$ cat config.mk
export PLATFORM = sky130hd
export DESIGN_NAME = bfo_cordic_stage
export DESIGN_NICKNAME = d
export VERILOG_FILES = /design/src/rtl/bfo_pkg.sv /design/src/rtl/bfo_cordic_stage.sv
export SDC_FILE = /design/constraint.sdc
export NUM_CORES = 1
export LEC_CHECK = 0
export ABC_AREA = 1
export BUFFER_PORTS_ARGS = -buffer_cell sky130_fd_sc_hd__buf_2
export CELL_PAD_IN_SITES_DETAIL_PLACEMENT = 1
export CELL_PAD_IN_SITES_GLOBAL_PLACEMENT = 1
export CORE_ASPECT_RATIO = 0.7
export CORE_MARGIN = 2
export CORE_UTILIZATION = 30
export DETAILED_ROUTE_END_ITERATION = 10
export HOLD_SLACK_MARGIN = 0.03
export PLACE_DENSITY_LB_ADDON = 0.12
export SLEW_MARGIN = 20
export SYNTH_ARGS = -nofsm -noshare
export SYNTH_HDL_FRONTEND = slang
export SYNTH_SLANG_ARGS = --single-unit
$ cat constraint.sdc
create_clock -name clock -period 2.5 [get_ports clock]
set_clock_uncertainty 0.05 [all_clocks]
set_input_delay 0.5 -clock clock [delete_from_list [all_inputs] [get_ports clock]]
set_output_delay 0.5 -clock clock [all_outputs]
set_load 0.02 [all_outputs]
$ cat src/rtl/bfo_pkg.sv
`default_nettype none
// ----------------------------------------------------------------------------
// bfo_pkg: shared types and constants for the bearing-from-offset pipeline
// Holds the default port widths, the internal datapath widths, the axis
// direction codes, the per-word side information and the arctangent table.
// ----------------------------------------------------------------------------
package bfo_pkg;

   // Defaults for the top-level parameters.
   localparam int COORD_WIDTH_DEF = 16;
   localparam int ANGLE_WIDTH_DEF = 16;

   // Internal angle resolution: one full turn is 2^TURN_BITS.
   localparam int TURN_BITS    = 32;
   localparam int CORDIC_STEPS = 30;

   // Magnitudes are normalized so the larger one lands on bit NORM_MSB.
   localparam int NORM_MSB     = 54;
   localparam int SHIFT_WIDTH  = 6;
   // Normalized values stay below 2^55; CORDIC gain adds under one bit.
   localparam int XY_WIDTH     = 58;
   // Accumulated angle: the table sum stays well inside 2^31.
   localparam int Z_WIDTH      = 34;

   // Axis directions, numbered in quarter turns clockwise from up.
   typedef enum logic [1:0] {
      DIR_UP    = 2'd0,
      DIR_RIGHT = 2'd1,
      DIR_DOWN  = 2'd2,
      DIR_LEFT  = 2'd3
   } axis_dir_type;

   // Side information that travels with each word down the pipeline.
   typedef struct packed {
      logic         axis;   // offset lies on an axis or at the origin
      axis_dir_type dir;    // direction when on an axis
      logic         neg_x;  // offset_x is negative
      logic         neg_y;  // offset_y is negative
   } side_type;

   // atan(2^-step) as a fraction of a turn, scaled by 2^TURN_BITS.
   function automatic logic [TURN_BITS-1:0] atan_turn(input int step);
      logic [TURN_BITS-1:0] val;
      unique case (step)
         0:  val = 32'h20000000;
         1:  val = 32'h12E4051E;
         2:  val = 32'h09FB385B;
         3:  val = 32'h051111D4;
         4:  val = 32'h028B0D43;
         5:  val = 32'h0145D7E1;
         6:  val = 32'h00A2F61E;
         7:  val = 32'h00517C55;
         8:  val = 32'h0028BE53;
         9:  val = 32'h00145F2F;
         10: val = 32'h000A2F98;
         11: val = 32'h000517CC;
         12: val = 32'h00028BE6;
         13: val = 32'h000145F3;
         14: val = 32'h0000A2FA;
         15: val = 32'h0000517D;
         16: val = 32'h000028BE;
         17: val = 32'h0000145F;
         18: val = 32'h00000A30;
         19: val = 32'h00000518;
         20: val = 32'h0000028C;
         21: val = 32'h00000146;
         22: val = 32'h000000A3;
         23: val = 32'h00000051;
         24: val = 32'h00000029;
         25: val = 32'h00000014;
         26: val = 32'h0000000A;
         27: val = 32'h00000005;
         28: val = 32'h00000003;
         29: val = 32'h00000001;
         default: val = '0;
      endcase
      return val;
   endfunction

endpackage

`default_nettype wire

$ cat src/rtl/bfo_cordic_stage.sv
`default_nettype none
// ----------------------------------------------------------------------------
// bfo_cordic_stage: one registered CORDIC vectoring step
// Rotates (x, y) toward the positive x axis by atan(2^-STEP) and accumulates
// the rotation angle; side information rides along unchanged.
// ----------------------------------------------------------------------------
module bfo_cordic_stage #(
   parameter int STEP = 0
) (
   input  wire logic                                  clock,
   input  wire logic                                  reset,
   input  wire logic                                  enable,
   input  wire logic                                  in_valid,
   input  wire logic signed [bfo_pkg::XY_WIDTH-1:0]   in_x,
   input  wire logic signed [bfo_pkg::XY_WIDTH-1:0]   in_y,
   input  wire logic signed [bfo_pkg::Z_WIDTH-1:0]    in_z,
   input  wire bfo_pkg::side_type                     in_side,
   output logic                                       out_valid,
   output logic signed [bfo_pkg::XY_WIDTH-1:0]        out_x,
   output logic signed [bfo_pkg::XY_WIDTH-1:0]        out_y,
   output logic signed [bfo_pkg::Z_WIDTH-1:0]         out_z,
   output bfo_pkg::side_type                          out_side
);
   import bfo_pkg::*;

   localparam logic [TURN_BITS-1:0] ATAN_RAW = atan_turn(STEP);
   localparam logic signed [Z_WIDTH-1:0] ATAN_STEP =
      {{(Z_WIDTH-TURN_BITS){1'b0}}, ATAN_RAW};

   logic                       valid_ff, valid_in;
   logic signed [XY_WIDTH-1:0] x_ff, x_in;
   logic signed [XY_WIDTH-1:0] y_ff, y_in;
   logic signed [Z_WIDTH-1:0]  z_ff, z_in;
   side_type                   side_ff;
   logic signed [XY_WIDTH-1:0] x_shr;
   logic signed [XY_WIDTH-1:0] y_shr;

   // Arithmetic shifts round toward minus infinity, as the step requires.
   assign x_shr = in_x >>> STEP;
   assign y_shr = in_y >>> STEP;

   always_comb begin
      valid_in = in_valid;
      if (!in_y[XY_WIDTH-1]) begin
         x_in = in_x + y_shr;
         y_in = in_y - x_shr;
         z_in = in_z + ATAN_STEP;
      end else begin
         x_in = in_x - y_shr;
         y_in = in_y + x_shr;
         z_in = in_z - ATAN_STEP;
      end
   end

   always_ff @(posedge clock) begin
      if (reset) begin
         valid_ff <= 1'b0;
      end else if (enable) begin
         valid_ff <= valid_in;
      end
   end

   always_ff @(posedge clock) begin
      if (enable) begin
         x_ff    <= x_in;
         y_ff    <= y_in;
         z_ff    <= z_in;
         side_ff <= in_side;
      end
   end

   assign out_valid = valid_ff;
   assign out_x     = x_ff;
   assign out_y     = y_ff;
   assign out_z     = z_ff;
   assign out_side  = side_ff;

endmodule

`default_nettype wire

==> results.sh <==
export IMPL_hp_class="in2reg"
export IMPL_violations="setup timing"
export IMPL_synth_area_leader_cell="nand2_1"
export IMPL_synth_compound_area_share_pct=8.84
export IMPL_synthAdderAreaFrac_pct=10.9
export IMPL_path_max_fanout=6
export IMPL_port_buffers=314
export IMPL_wire_per_inst_um=20.0
export IMPL_cts_clk_slew_worst_paths_ns=0.08
export IMPL_top_layer="met4"
export IMPL_cts_hold_buf=0
export IMPL_cts_root_buf="clkbuf_16"
export IMPL_syn_area_per_cell_um2=5.89
export IMPL_grt_overflow=0
export IMPL_syn_cell_area_um2=20700
export IMPL_netlist_top_cells_area="nand2_1 24%, edfxtp_1 22%, inv_1 14%, ha_1 11%, nand3_1 6.4%"
export IMPL_synthMuxAreaShare_pct=0.0484
export IMPL_yosysUniqueCellTypes=46
export IMPL_slew_viol_final=0
export IMPL_drc=0
export IMPL_cap_violations=0
export IMPL_yosys_area_share_simple_pct=39.6
export IMPL_postPlaceCellArea_um2=27900
export IMPL_cts_sinks=155
export IMPL_vdd_ir_drop_max_v=0.000561
export IMPL_path_class="in2reg"
export IMPL_yosysWarnings=0
export IMPL_finalSetupViolCount=1
export IMPL_routed_wl_um=106000
export IMPL_crit_path_end_kind="register"
export IMPL_met2WireLength_um=42500
export IMPL_dp_hpwl_um=93500
export IMPL_grt_usage_pct=29.2
export IMPL_synth_top_family_by_area="simple AND/OR/NAND/NOR gates"
export IMPL_vias=25500
export IMPL_p_per_area_nw_per_um2=456
export IMPL_ys_flop_type="edfxtp_1"
export IMPL_reg2reg_slack_ns=1.87
export IMPL_first_pass_iters=6
export IMPL_grt_pass1_wl_um=154000
export IMPL_clock_path_buffers=2
export IMPL_arrival_ns=2.71
export IMPL_dieWidth_um=318
export IMPL_final_setup_worst_slack_ns=-0.00221
export IMPL_status="finished, violations left"
export IMPL_syn_num_nets=3846
export IMPL_fin_crit_ns=2.50
export IMPL_initial_utilization_pct=30.3
export IMPL_drive_gt1_share_pct=26.6
export IMPL_ys_ff_latch=155
export IMPL_grt_max_degree=78
export IMPL_htree_num_levels=4
export IMPL_max_slew_margin_pct=56.5
export IMPL_die_area_um2=71100
export IMPL_yosys_area_top_type_share_pct=24.0
export IMPL_synthToLayoutAreaGrowth_pct=39.4
export IMPL_final_cell_area_um2=28800
export IMPL_numCtsBuffers=17
export IMPL_vias_per_cell=4.80
export IMPL_leakagePower_nw=16.5
export IMPL_cts_tree="done"
export IMPL_synth_xor_area_share_pct=2.03
export IMPL_io_pins=315
export IMPL_met1_length_um=53400
export IMPL_required_ns=2.71
export IMPL_drt_initial_drc_count=1956
export IMPL_antennaDiodeCount=0
export IMPL_yosysSeqAreaShare_pct=22.5
export IMPL_antenna_found_initial=1
export IMPL_nets=4738
export IMPL_grt_pass1_vias=24900
export IMPL_num_rows=80
export IMPL_hold_viol=0
export IMPL_async_flop_share_pct=0
export IMPL_tightest_slew_ns=0.645
export IMPL_clkLatencyLatePin_ns=0.50
export IMPL_wl_met3_um=8420
export IMPL_fmax_ghz=0.400
export IMPL_dieHeight_um=224
export IMPL_rsz0062_at_grt="true"
export IMPL_syn_inst=3509
export IMPL_worstSetupStartpointType="input pin"
export IMPL_finalPower_mw=13.1
export IMPL_antenna_left=0
export IMPL_min_period_over_period_pct=100
export IMPL_core_area_um2=68200
export IMPL_synth_edf_count=154
export IMPL_place_congestion=0.975
metrics by stage:
stage	setup TNS (ns)	hold slack (ns)	setup WS, ns	utilization [%]	instances
after floorplan	0	0.522	0.114	-	3509
after global placement	-37.76	0.426	-0.818	40.9	5284
after detailed placement	-39.80	0.439	-0.838	40.9	5284
after CTS	0	0.0526	0.0131	41.8	5316
after global routing	-0.0261	0.0780	-0.0124	42.3	5316
final	-0.00221	0.0939	-0.00221	42.3	5316
cell type report:
| type | count | area, um2 |
|---|---|---|
| tap | 902 | 1130 |
| clock buffer | 18 | 429 |
| timing repair buffer | 947 | 6520 |
| inverter | 759 | 2850 |
| clock inverter | 14 | 184 |
| sequential | 155 | 4640 |
| fill | 9328 | 39300 |
| multi-input combinational | 2521 | 13100 |
worst max-delay path: stages:
cell     delay, ns
buf_2         0.09
inv_1         0.04
ha_1          0.40
nand2_1       0.19
buf_4         0.14
inv_1         0.04
nand2_1       0.16
nand3_1       0.21
nand2_1       0.13
nand3_2       0.24
xor2_1        0.21
o21ai_0       0.35
placed cells by master (no fill, tap or decap), types with 6 or more instances in the layout:
cell type,instances
nor2_4,11
buf_2,312
nand2_1,1307
nand4_1,65
a21oi_2,17
nand2_2,29
clkbuf_16,17
inv_2,10
nor3_2,13
nor2_1,168
nand3_2,9
o21ai_0,109
and2_1,6
nor2_2,65
ha_2,26
xor2_1,47
nand3_1,262
a21oi_1,154
nor3_1,6
buf_12,15
edfxtp_1,154
ha_1,145
o21bai_1,24
inv_1,746
buf_4,619
o22ai_1,8
Yosys cell counts, types with 2 or more instances:
cell and count:
o21ai_2 3, a21boi_1 2, ha_1 174, clkinv_1 2, nor3_2 13, o21ai_0 110
o211ai_1 2, and2_1 6, buf_1 5, o31ai_1 5, a31oi_1 5, a21oi_1 171
nand3b_1 4, clkbuf_1 15, nand2_1 1324, inv_1 748, o21bai_1 25, fa_1 4
nand2_2 12, nand4_1 65, nor3_1 6, xor2_1 47, nand3_2 6, nor2_4 3
a21o_1 2, buf_2 13, nor2_1 197, and3_1 4, o21ai_1 4, inv_2 9
nand3_1 265, nor2_2 44, buf_6 6, o21a_1 2, buf_4 35, edfxtp_1 154
o22ai_1 8
logic make-up after synthesis:
kind of cell    Yosys count
compound gates          340
xor+xnor                 48
fa+ha+maj               178
buf+inv                 833
flops                   155
mux                       1
simple gates           1954
state kept, by name, summed over array words and instances, names as in the netlist:
signal	cells
out_x	58
out_side	5
out_valid	1
out_y	57
out_z	34
metal layers:
layer	vias up	global-route usage (%)
met5	-	0
met2	790	42.4
li1	12600	-
met3	72	5.87
met4	0	6.47
met1	12100	43.9
worst paths after layout:
kind / to / depth (start not counted) / start
min reg2reg: out_valid / 2 / out_valid
max reg2reg: out_valid / 2 / out_valid
min: out_valid / 2 / reset
max: out_x[22] / 12 / in_x[4]
report_power, final:
group | leakage [nW] | internal [mW] | switching, mW
clock | 0.289 | 1.52 | 1.40
sequential | 1.51 | 3.30 | 0.142
combinational | 14.7 | 2.49 | 4.28
timing repair:
item,in CTS,in global routing
setup endpoints to repair,5,76
setup buffers,0,0
pin swaps,0,1
gates resized for setup,10,105
No activity file was read; power rests on OpenSTA's default activity.
